<file path="src/hw/rtl/gia_pkg.sv">
`default_nettype none
package gia_pkg;

    localparam int DEF_OPERAND_W = 16;
    localparam int RES_W         = 33;

    typedef enum logic [3:0] {
        OP_ADD  = 4'd0,
        OP_SUB  = 4'd1,
        OP_MUL  = 4'd2,
        OP_DIV  = 4'd3,
        OP_MOD  = 4'd4,
        OP_DVS  = 4'd5,
        OP_NORM = 4'd6,
        OP_CONJ = 4'd7,
        OP_NEG  = 4'd8,
        OP_EQ   = 4'd9
    } t_op;

    // control that travels beside each word through the pipe
    typedef struct packed {
        logic valid;
        t_op  cmd;
        logic bzero;
    } t_ctl;

endpackage
`default_nettype wire

</file>
<file path="src/hw/rtl/gia_div_step.sv">
`default_nettype none
module gia_div_step
    import gia_pkg::*;
#(
    parameter int W     = DEF_OPERAND_W,
    parameter int SHIFT = 0
) (
    input  wire logic             i_clk,
    input  wire logic             i_en,
    input  wire logic [2*W+1:0]   i_rem_r,
    input  wire logic [2*W+1:0]   i_rem_i,
    input  wire logic [2*W:0]     i_den,
    input  wire logic [W:0]       i_q_r,
    input  wire logic [W:0]       i_q_i,
    output logic [2*W+1:0]        o_rem_r,
    output logic [2*W+1:0]        o_rem_i,
    output logic [2*W:0]          o_den,
    output logic [W:0]            o_q_r,
    output logic [W:0]            o_q_i
);

    localparam int NW = 2 * W + 2;
    localparam int EW = NW + W + 1;

    logic [EW-1:0] n_trial, n_ext_r, n_ext_i;
    logic          n_take_r, n_take_i;

    always_comb begin
        n_trial  = EW'(i_den) << SHIFT;
        n_ext_r  = EW'(i_rem_r);
        n_ext_i  = EW'(i_rem_i);
        n_take_r = n_ext_r >= n_trial;
        n_take_i = n_ext_i >= n_trial;
    end

    // one restoring step per lane: subtract the shifted divisor where it fits
    always_ff @(posedge i_clk) begin
        if (i_en) begin
            o_rem_r <= n_take_r ? NW'(n_ext_r - n_trial) : i_rem_r;
            o_rem_i <= n_take_i ? NW'(n_ext_i - n_trial) : i_rem_i;
            o_den   <= i_den;
            o_q_r   <= i_q_r | ((W+1)'(n_take_r) << SHIFT);
            o_q_i   <= i_q_i | ((W+1)'(n_take_i) << SHIFT);
        end
    end

endmodule
`default_nettype wire

</file>
<file path="config.mk">
export PLATFORM = sky130hd
export DESIGN_NAME = gia_div_step
export DESIGN_NICKNAME = d
export VERILOG_FILES = /design/src/hw/rtl/gia_pkg.sv /design/src/hw/rtl/gia_div_step.sv
export SDC_FILE = /design/constraint.sdc
export NUM_CORES = 1
export LEC_CHECK = 0
export BUFFER_PORTS_ARGS = -buffer_cell sky130_fd_sc_hd__buf_2
export CORE_MARGIN = 1.5
export CORE_UTILIZATION = 30
export DETAILED_ROUTE_END_ITERATION = 16
export PLACE_DENSITY = 0.49
export SYNTH_ARGS = -nofsm -noshare
export SYNTH_HDL_FRONTEND = slang
export SYNTH_SLANG_ARGS = --single-unit
</file>
<file path="constraint.sdc">
create_clock -name i_clk -period 6.4 [get_ports i_clk]
set_input_delay 1.6 -clock i_clk [delete_from_list [all_inputs] [get_ports i_clk]]
set_output_delay 1.6 -clock i_clk [all_outputs]
set_load 0.05 [all_outputs]
</file>
==> tab_implementation.tex <==
\begin{tabular}{lr}
\hline
Metric & Value \\
\hline
\multicolumn{2}{l}{\textbf{Placed design}} \\
\quad Port Buffers & about 270 \\
\quad Global placement routability congestion & 0.866 \\
\quad Post-DP Area & 0.0106 sq mm \\
\quad Placed cell count & 1480 \\
\quad Hpwl dp & 21800 microns \\
\multicolumn{2}{l}{\textbf{Run}} \\
\quad Number of maximum-capacitance violations & 0 \\
\multicolumn{2}{l}{\textbf{Drt}} \\
\quad Number of violations reported at the end of detailed-routing iteration 0 & 429 \\
\quad Count of nets left with antenna violations after detail routing & 0 \\
\quad Remaining DRCs & 0 \\
\quad Mean routed wirelength per cell & 18.0 microns \\
\quad Length of the first detailed-routing pass in iterations & 5 \\
\quad Mean number of vias per cell & 4.92 \\
\quad Total number of vias & 7445 \\
\quad Post-Route WL & 27200 microns \\
\multicolumn{2}{l}{\textbf{Clock network}} \\
\quad \# hold bufs at CTS & 0 \\
\quad Postcts setup bufs & 0 \\
\quad \# H-tree levels & 4 \\
\quad Clock slew at the register clock pins of the worst setup and hold paths & 0.06 ns \\
\quad Root Driver & sky130\_fd\_sc\_hd\_\_clkbuf\_16 \\
\quad CTS buffer count & 17 \\
\quad Clock Path Buffers & 2 \\
\quad CTS tree & done \\
\quad CTS sink count & 135 \\
\quad Number of instances resized during post-cts repair & 0 \\
\multicolumn{2}{l}{\textbf{Hold path}} \\
\quad Class of the tightest hold or removal check & input port to flop \\
\multicolumn{2}{l}{\textbf{Final layout}} \\
\quad Number of fill cells in the layout & between 2000 and 3000 \\
\quad Post-synthesis to final-layout area growth & 26.1\% \\
\quad Total non-filler cell area in the finished layout & between 0.01 and 0.015 sq mm \\
\quad Final Core Density & 38.7\% \\
\quad Fraction of final layout cells sized beyond drive strength 1 & 30.7\% \\
\quad Final Non-Filler Cells & between 1500 and 2000 \\
\quad Post-layout nets & 1320 \\
\quad Combined area of the multi-input logic cells & 0.00447 sq mm \\
\quad Register cell area after layout & 0.00405 sq mm \\
\multicolumn{2}{l}{\textbf{Synthesis}} \\
\quad Sequential-to-total area share from yosys stat & 45.7\% \\
\quad Syn Std Cell Area & 0.00888 sq mm \\
\quad Number of enable flip-flop cells after synthesis & 135 \\
\quad Average instance area after synthesis & 10.4 sq um \\
\quad Count of different cell masters after synthesis & 69 \\
\quad Post-synth ARST share & 0\% \\
\quad Number of instances in the synthesized netlist & 851 \\
\quad Number of synthesis warnings & 0 \\
\quad Synthesized netlist net count & 1056 \\
\quad Leading post-synthesis cells by cell area & sky130\_fd\_sc\_hd\_\_edfxtp\_1, sky130\_fd\_sc\_hd\_\_ha\_1, sky130\_fd\_sc\_hd\_\_a21oi\_1 \\
\quad Flops \& latches, synth & approximately 140 \\
\quad Post-synth top area share & $\sim$46\% \\
\quad Primary flip-flop cell chosen by synthesis mapping & sky130\_fd\_sc\_hd\_\_edfxtp\_1 \\
\quad Most used standard cell by instance count after synthesis & sky130\_fd\_sc\_hd\_\_edfxtp\_1 \\
\quad Dominant cell type by area after synthesis & sky130\_fd\_sc\_hd\_\_edfxtp\_1 \\
\quad Synth cell count leaders & sky130\_fd\_sc\_hd\_\_edfxtp\_1, sky130\_fd\_sc\_hd\_\_a21oi\_1, sky130\_fd\_sc\_hd\_\_ha\_1 \\
\multicolumn{2}{l}{\textbf{Pwr}} \\
\quad Part of the power in combinational logic & 33.7\% \\
\quad Part of the total power dissipated in the clock network & 31.2\% \\
\quad Total internal power & 0.00205 W \\
\quad Leakage power figure & 4.93 nW \\
\quad VDD IR max & 0.000140 V \\
\quad Portion of total power attributed to sequential cells & 35.1\% \\
\quad Switching component of the power & 0.00119 W \\
\quad P per Cell Area & 289 mW/mm\^{}2 \\
\quad Sw Ratio & 36.6\% \\
\multicolumn{2}{l}{\textbf{Timing}} \\
\quad Final cycle utilization of the critical path & between 70\% and 80\% \\
\quad RSZ-0062 raised after global routing & false \\
\quad Achievable clock frequency & 217 MHz \\
\quad Tightest slew margin relative to the limit & between 40\% and 50\% \\
\quad Final number of max-transition violations & 0 \\
\quad Minimum clock period & 4.62 ns \\
\quad Slew @ Worst Pin & 0.876 ns \\
\quad Total of endpoints with negative setup slack in the final report & 0 \\
\quad Final hold violations & 0 \\
\quad Accumulated negative setup slack & 0 ns \\
\multicolumn{2}{l}{\textbf{Critical path}} \\
\quad Max FO, Critical Path & 23 \\
\quad Cell at the slowest stage of the critical path & sky130\_fd\_sc\_hd\_\_fa\_1 \\
\quad Cell repeated most along the worst path & sky130\_fd\_sc\_hd\_\_inv\_1 \\
\quad Startpoint type of the worst setup path & input port \\
\quad Crit path DAT & around 4.8 ns \\
\quad Crit-path max cell delay & 0.41 ns \\
\quad Worst EP required & between 6 and 7 ns \\
\quad Category of the worst setup path capture point & flop \\
\quad Worst setup path category & input port to flop \\
\quad Cells along the critical path & buf\_2 -> inv\_1 -> ha\_1 -> fa\_1 -> inv\_1 -> a21oi\_1 -> o21ai\_1 -> a211oi\_2 -> o211a\_1 -> o21a\_1 -> o21ai\_2 -> buf\_4 -> mux2\_2 \\
\multicolumn{2}{l}{\textbf{Die}} \\
\quad Chip width & around 180 microns \\
\quad Site Rows & a little over 60 \\
\quad Starting Density & between 30\% and 40\% \\
\quad Core region area & 0.0289 sq mm \\
\quad Top Ports & 272 \\
\quad Die Span Y & roughly 180 microns \\
\quad Area enclosed by the die boundary & 0.0306 sq mm \\
\multicolumn{2}{l}{\textbf{GRT}} \\
\quad GR Overflow Total & 0 \\
\quad First-pass GRT wire length & 41200 microns \\
\quad Initial antenna violation count & 1 \\
\quad Vias in the first global route & 7335 \\
\quad GRT Util Overall & 17.7\% \\
\quad Maximum number of pins on one net before global-route repair & 94 \\
\multicolumn{2}{l}{\textbf{Outcome}} \\
\quad Result of the run & finished, final reports clean \\
\hline
\end{tabular}
## sequential cells by signal (all words and copies together) (netlist names)
| register | count |
|---|---|
| o_rem_i | 34 |
| o_rem_r | 34 |
| o_den | 33 |
| o_q_i | 17 |
| o_q_r | 17 |
## placed cells by master, fill, tap and decap left out, drive strengths merged, types with 20 or more instances in the layout
cell type	n
a21oi	90
nand2	53
mux2	32
buf	274
a21o	41
o21ai	43
xnor2	33
inv	60
ha	66
edfxtp	135
xor2	23
nor2	61
clkbuf	20
## power by group through the flow
stage	clock network, W	logic (W)	registers (W)
2_1_floorplan	0	0.000430	0.00153
3_3_place_gp	0	0.00109	0.00116
3_5_place_dp	0	0.00109	0.00115
4_1_cts	0.00104	0.00110	0.00114
5_1_grt	0.00107	0.00117	0.00115
6_report	0.00101	0.00109	0.00114
## kinds of logic after synthesis
logic type	count (synthesis)	synth area share [%]
AOI/OAI and AO/OA	260	19.1
xor gates and xnor gates	56	5.52
adders and majority gates	68	9.75
buffers and inverters	87	4.06
DFF	135	45.7
muxes	36	4.51
and+or+nand+nor	209	11.4
## routing by layer
metal	routed length [microns]	GRT usage [%]	vias to the layer above
met5	0	0	-
met4	535	5.80	0
met3	1110	3.15	26
met2	12800	29.1	197
met1	12800	23.6	3503
li1	-	-	3719
## through the flow
step | setup WS [ns] | total power (W) | hold slack (ns)
6_report | 1.78 | 0.00324 | 1.34
4_1_cts | 1.76 | 0.00327 | 1.32
3_3_place_gp | 1.43 | 0.00225 | 1.78
2_1_floorplan | 2.23 | 0.00196 | 1.70
5_1_grt | 1.51 | 0.00339 | 1.32
3_5_place_dp | 1.32 | 0.00224 | 1.78
## layout make-up
type / count / share of cell area [%]
Inverter: 58 / 1.95
Sequential cell: 135 / 36.2
Antenna cell: 1 / 0.0224
Timing Repair Buffer: 274 / 12.4
Multi-Input combinational cell: 629 / 39.9
Clock buffer: 20 / 3.90
Clock inverter: 12 / 1.35
Tap cell: 384 / 4.29
## path summary, 6_finish.rpt
check             startpoint              endpoint  slack (ns)  cells after the start
hold / removal      i_q_r[4]    o_q_r[4]$_DFFE_PP_        1.34                      1
setup / recovery  i_rem_r[0]  o_rem_r[3]$_DFFE_PP_        1.78                     13
## worst max-delay path, delay by kind of cell
kind | cells | cell delay [ns]
compound gates | 6 | 1.58
fa+ha+maj | 2 | 0.63
buf+inv | 4 | 0.60
mux | 1 | 0.38
Note: power is estimated with default switching activity, not from simulation.
