**config.mk**
```make
export PLATFORM = sky130hd
export DESIGN_NAME = gia_back
export DESIGN_NICKNAME = d
export VERILOG_FILES = /design/src/hw/rtl/gia_pkg.sv /design/src/hw/rtl/gia_back.sv
export SDC_FILE = /design/constraint.sdc
export NUM_CORES = 2
export LEC_CHECK = 0
export ABC_AREA = 0
export ABC_CLOCK_PERIOD_IN_PS = 12700
export BUFFER_PORTS_ARGS = -buffer_cell sky130_fd_sc_hd__buf_2
export CORE_MARGIN = 5
export CORE_UTILIZATION = 62
export DETAILED_ROUTE_END_ITERATION = 10
export PLACE_DENSITY_LB_ADDON = 0.2
export SETUP_SLACK_MARGIN = 0.5
export SLEW_MARGIN = 20
export SYNTH_ARGS = -nofsm -noshare
export SYNTH_HDL_FRONTEND = slang
export SYNTH_SLANG_ARGS = --single-unit
export TNS_END_PERCENT = 30
```
**constraint.sdc**
```tcl
create_clock -name i_clk -period 12.7 [get_ports i_clk]
set_input_delay 0.635 -clock i_clk [delete_from_list [all_inputs] [get_ports i_clk]]
set_output_delay 0.635 -clock i_clk [all_outputs]
set_load 0.01 [all_outputs]
```
**src/hw/rtl/gia_pkg.sv**
```systemverilog
`default_nettype none
package gia_pkg;

    localparam int DEF_OPERAND_W = 16;
    localparam int RES_W         = 33;

    typedef enum logic [3:0] {
        OP_ADD  = 4'd0,
        OP_SUB  = 4'd1,
        OP_MUL  = 4'd2,
        OP_DIV  = 4'd3,
        OP_MOD  = 4'd4,
        OP_DVS  = 4'd5,
        OP_NORM = 4'd6,
        OP_CONJ = 4'd7,
        OP_NEG  = 4'd8,
        OP_EQ   = 4'd9
    } t_op;

    // control that travels beside each word through the pipe
    typedef struct packed {
        logic valid;
        t_op  cmd;
        logic bzero;
    } t_ctl;

endpackage
`default_nettype wire

```
**src/hw/rtl/gia_back.sv**
```systemverilog
`default_nettype none
module gia_back
    import gia_pkg::*;
#(
    parameter int W = DEF_OPERAND_W
) (
    input  wire logic                    i_clk,
    input  wire logic                    i_rst_n,
    input  wire logic                    i_en,
    input  wire t_ctl                    i_ctl,
    input  wire logic signed [W-1:0]     i_ar,
    input  wire logic signed [W-1:0]     i_ai,
    input  wire logic signed [W-1:0]     i_br,
    input  wire logic signed [W-1:0]     i_bi,
    input  wire logic signed [RES_W-1:0] i_simp_r,
    input  wire logic signed [RES_W-1:0] i_simp_i,
    input  wire logic                    i_test,
    input  wire logic                    i_neg_r,
    input  wire logic                    i_neg_i,
    input  wire logic [W:0]              i_q_r,
    input  wire logic [W:0]              i_q_i,
    output logic                         o_valid,
    output logic signed [RES_W-1:0]      o_res_r,
    output logic signed [RES_W-1:0]      o_res_i,
    output logic                         o_test,
    output logic                         o_dz
);

    localparam int QSW = W + 2;
    localparam int MW  = QSW + W;
    localparam int XW  = MW + 1;

    // stage A: signed quotient
    t_ctl                    ra_ctl;
    logic signed [W-1:0]     ra_ar, ra_ai, ra_br, ra_bi;
    logic signed [RES_W-1:0] ra_simp_r, ra_simp_i;
    logic                    ra_test;
    logic signed [QSW-1:0]   ra_qr, ra_qi;
    logic signed [QSW-1:0]   n_qr, n_qi;

    always_comb begin
        n_qr = QSW'($signed({1'b0, i_q_r}));
        n_qi = QSW'($signed({1'b0, i_q_i}));
        if (i_neg_r) n_qr = -n_qr;
        if (i_neg_i) n_qi = -n_qi;
    end

    always_ff @(posedge i_clk) begin
        if (!i_rst_n) begin
            ra_ctl.valid <= 1'b0;
        end else if (i_en) begin
            ra_ctl.valid <= i_ctl.valid;
        end
    end

    always_ff @(posedge i_clk) begin
        if (i_en) begin
            ra_ctl.cmd   <= i_ctl.cmd;
            ra_ctl.bzero <= i_ctl.bzero;
            ra_ar        <= i_ar;
            ra_ai        <= i_ai;
            ra_br        <= i_br;
            ra_bi        <= i_bi;
            ra_simp_r    <= i_simp_r;
            ra_simp_i    <= i_simp_i;
            ra_test      <= i_test;
            ra_qr        <= n_qr;
            ra_qi        <= n_qi;
        end
    end

    // stage B: quotient times divisor
    t_ctl                    rb_ctl;
    logic signed [W-1:0]     rb_ar, rb_ai;
    logic signed [RES_W-1:0] rb_simp_r, rb_simp_i;
    logic                    rb_test;
    logic signed [QSW-1:0]   rb_qr, rb_qi;
    logic signed [MW-1:0]    rb_p_rr, rb_p_ii, rb_p_ri, rb_p_ir;

    always_ff @(posedge i_clk) begin
        if (!i_rst_n) begin
            rb_ctl.valid <= 1'b0;
        end else if (i_en) begin
            rb_ctl.valid <= ra_ctl.valid;
        end
    end

    always_ff @(posedge i_clk) begin
        if (i_en) begin
            rb_ctl.cmd   <= ra_ctl.cmd;
            rb_ctl.bzero <= ra_ctl.bzero;
            rb_ar        <= ra_ar;
            rb_ai        <= ra_ai;
            rb_simp_r    <= ra_simp_r;
            rb_simp_i    <= ra_simp_i;
            rb_test      <= ra_test;
            rb_qr        <= ra_qr;
            rb_qi        <= ra_qi;
            rb_p_rr      <= ra_qr * ra_br;
            rb_p_ii      <= ra_qi * ra_bi;
            rb_p_ri      <= ra_qr * ra_bi;
            rb_p_ir      <= ra_qi * ra_br;
        end
    end

    // stage C: select and hold the result word
    logic signed [XW-1:0]    n_pr, n_pi;
    logic signed [RES_W-1:0] n_res_r, n_res_i;
    logic                    n_test, n_dz;

    always_comb begin
        n_pr    = XW'(rb_p_rr) - XW'(rb_p_ii);
        n_pi    = XW'(rb_p_ri) + XW'(rb_p_ir);
        n_res_r = rb_simp_r;
        n_res_i = rb_simp_i;
        n_test  = rb_test;
        n_dz    = 1'b0;
        case (rb_ctl.cmd)
            OP_DIV: begin
                n_res_r = RES_W'(rb_qr);
                n_res_i = RES_W'(rb_qi);
            end
            OP_MOD: begin
                n_res_r = RES_W'(XW'(rb_ar) - n_pr);
                n_res_i = RES_W'(XW'(rb_ai) - n_pi);
            end
            OP_DVS: begin
                n_test = (n_pr == XW'(rb_ar)) && (n_pi == XW'(rb_ai));
            end
            default: begin
                n_dz = 1'b0;
            end
        endcase
        if (rb_ctl.bzero && (rb_ctl.cmd == OP_DIV || rb_ctl.cmd == OP_MOD
                             || rb_ctl.cmd == OP_DVS)) begin
            n_res_r = '0;
            n_res_i = '0;
            n_test  = 1'b0;
            n_dz    = 1'b1;
        end
    end

    always_ff @(posedge i_clk) begin
        if (!i_rst_n) begin
            o_valid <= 1'b0;
        end else if (i_en) begin
            o_valid <= rb_ctl.valid;
        end
    end

    always_ff @(posedge i_clk) begin
        if (i_en) begin
            o_res_r <= n_res_r;
            o_res_i <= n_res_i;
            o_test  <= n_test;
            o_dz    <= n_dz;
        end
    end

endmodule
`default_nettype wire
```
==> run_results.csv <==
group,metric,value,unit
detailed_routing,initialDrtViolationCount,3868,
sta,finalClockSkew,0.06792,ns
synthesis,ys_warn_count,0,
global_routing,antenna_found_initial,7,
clock_tree,holdBufCountCts,0,
synthesis,synthFlopType,"edfxtp_1",
synthesis,synth-seq-cells,519,
synthesis,yosysTopAreaCellShare,0.3466,
critical_path,cp.arrival,7.91,ns
critical_path,setup.worst_path.start_class,"flop",
synthesis,synth_edf_count,516,
sta,timing.slew.headroom,0.2388,
synthesis,yosysTopAreaCell,"fa_1",
critical_path,criticalPathCategory,"flop to flop",
clock_tree,postCtsSetupBuffers,0,
worst_hold_path,min_path_type,"primary input to flop",
critical_path,crit_path_max_fanout,21,
synthesis,synth_cells,6583,
placement,dp.cells,8040,
sta,tightest_slew,1.131,ns
placement,dp_hpwl,128900,um
run,max_cap_violations,0,
final_layout,layout-drive-gt1-share,0.06968,
global_routing,grt_usage,0.3087,
sta,maxSlewViolCount,0,
critical_path,cp-end-kind,"flop",
detailed_routing,drt_first_pass_iters,6,
sta,fin_tns_setup,0,ns
critical_path,critPathBufInv,5,
global_routing,overflow,0,
synthesis,synth.area.top_cells,"fa_1 35%, edfxtp_1 23%, ha_1 8.9%, inv_1 7.5%, and2_1 5.1%",
clock_tree,clockRootBuffer,"clkbuf_16",
clock_tree,clkSinkCount,519,
synthesis,syn-num-nets,8401,
detailed_routing,detail_route.wl_per_cell,21.15,um
clock_tree,htree_num_levels,2,
detailed_routing,drc,0,
synthesis,synth_seq_area_share,0.2313,
final_layout,area_growth,6.922,%
critical_path,slowest_stage,"edfxtp_1",
critical_path,max_stage_delay,0.92,ns
placement,gp_congestion,0.8952,
die,row_count,120,
global_routing,grt_max_degree,188,
critical_path,critPathRequiredTime,13.09,ns
final_layout,fin_cells,8151,
critical_path,crit_family,"adder cells",
synthesis,yosysUniqueCellTypes,85,
sta,min_period,7.523,ns
detailed_routing,vias,47300,
sta,rsz0062_at_grt,"false",
clock_tree,cts_resized,0,
die,start_util,0.6264,
critical_path,crit_path_cell_trace,"buf_4 > and2_1 > fa_1 > inv_1 > fa_1 > fa_1 > inv_1 > fa_1 > fa_1 > inv_1 > fa_1 > inv_1 > ha_1 > nand3_1 > a211oi_1 > o311ai_0 > a211oi_1 > o21ai_0 > a21oi_1 > a21o_1 > a21oi_1 > xnor2_1",
sta,setup_viol,0,
die,die-width,339.3,um
die,coreArea,0.1074,mm^2
clock_tree,cts.path.max_buffers,3,
status,status,"finished, final reports clean",
critical_path,regToRegSetupSlack,5.18,ns
sta,final_hold_viol_count,0,
global_routing,grt_pass1_wl,278900,um
synthesis,synth_area_per_cell,10.21,um^2
synthesis,syn-cell-area,0.06724,mm^2
die,die_y,339.3,um
clock_tree,cts_buffers,58,
critical_path,cp_common_cell,"fa_1",
detailed_routing,avgViaCountPerCell,5.803,
placement,place.port_buffers,244,
clock_tree,clk_pin_slew,0.07,ns
die,ios,245,
die,die_area,0.1151,mm^2
final_layout,finalNetCount,8515,
detailed_routing,wl,172400,um
sta,max_freq,132.9,MHz
sta,fin_crit_sh,0.5924,
detailed_routing,ant_nets,0,
global_routing,grt_pass1_vias,50260,
clock_tree,tritoncts,"done",
sta,fin_hold_ws,0.09559,ns
clock_tree,clk_latency,0.71,ns
synthesis,ys_async_sr_fraction,0,
[per-layer routing]
layer,global-route usage,part of all wire,up-vias
li1,-,-,20920
met1,0.4094,0.39,24070
met2,0.5006,0.47,1913
met3,0.05375,0.080,397
met4,0.1468,0.059,8
met5,0,0.00031,-
[through the flow]
stage          utilization  setup WS (ns)  area [um^2]
2_1_floorplan            -          6.329        67240
3_3_place_gp        0.6506          5.097        69850
3_5_place_dp        0.6507          4.848        69850
4_1_cts             0.6696          4.747        71890
5_1_grt             0.6696          4.801        71890
6_report            0.6697          5.177        71900
[worst reg2reg max path, stage by stage, from the launching register on]
cell and delay [ns]:
edfxtp_1 0.92, buf_4 0.40, and2_1 0.22, fa_1 0.40, inv_1 0.08, fa_1 0.43
fa_1 0.51, inv_1 0.05, fa_1 0.49, fa_1 0.49, inv_1 0.05, fa_1 0.48
inv_1 0.06, ha_1 0.39, nand3_1 0.09, a211oi_1 0.48, o311ai_0 0.30, a211oi_1 0.49
o21ai_0 0.26, a21oi_1 0.31, a21o_1 0.16, a21oi_1 0.07, xnor2_1 0.13
[cell families (layout without fill, tap and decap cells)]
| family | count (synthesis) | count (layout) | share of synthesized area |
|---|---|---|---|
| XOR/XNOR | 279 | 279 | 0.03634 |
| flip-flops | 519 | 519 | 0.2313 |
| AO/OA/AOI/OAI | 799 | 799 | 0.07882 |
| other | 0 | 3 | 0 |
| adder cells (fa/ha/maj) | 1642 | 1642 | 0.4355 |
| AND/OR/NAND/NOR | 1720 | 1720 | 0.1266 |
| multiplexers | 8 | 8 | 0.001191 |
| buffers and inverters | 1616 | 1778 | 0.09027 |
[synthesized netlist by cell type, types with 7 or more instances]
library cell / number
nor2b_1: 28
clkbuf_1: 256
nand2_1: 684
inv_1: 1339
or2_2: 9
nor3_1: 39
o21a_1: 46
o211ai_1: 12
xnor2_1: 200
ha_1: 478
edfxtp_1: 516
a211oi_1: 31
mux2i_1: 8
nand4_1: 28
a31oi_1: 24
a21oi_1: 240
o2111ai_1: 7
a21o_1: 119
o21ai_0: 112
o31ai_1: 22
buf_1: 15
and2_1: 543
a211o_1: 10
a21boi_0: 7
o21bai_1: 32
a22oi_1: 31
o22ai_1: 11
a221oi_1: 20
nand3_1: 56
and3_1: 21
nor2_1: 191
or3_1: 34
xor2_1: 79
fa_1: 1164
nand2b_1: 56
[final cells by class]
type	count	area, um^2
Sequential cell	519	15550
Clock buffer	64	1474
Fill cell	8308	35460
Multi-Input combinational cell	4448	45630
Tap cell	1403	1755
Antenna cell	3	7.507
Clock inverter	44	559.3
Timing Repair Buffer	328	1874
Inverter	1342	5037
[flip-flops by register name, indices dropped and copies added (netlist names), 34 cells and up]
register,cells
rb_p_ii,34
rb_p_ri,34
rb_p_ir,34
rb_p_rr,34
[placed cells by master, fill, tap and decap left out, drive strengths merged, types with 56 or more instances in the layout]
cell       n
inv     1345
fa      1164
nand2    684
and2     543
edfxtp   516
ha       478
buf      328
a21oi    242
xnor2    200
nor2     191
a21o     122
o21ai    117
xor2      79
clkbuf    64
nand3     56
nand2b    56
[worst paths after layout]
kind | start | to | depth (start not counted)
max | ra_bi[4] | rb_p_ii[33] | 22
min | i_br[3] | ra_br[3] | 1
max reg2reg | ra_bi[4] | rb_p_ii[33] | 22
min reg2reg | ra_ai[13] | rb_ai[13] | 0
Power is not shown: default switching activity piles up to over one toggle a cycle in this logic, so the estimate is an artifact.
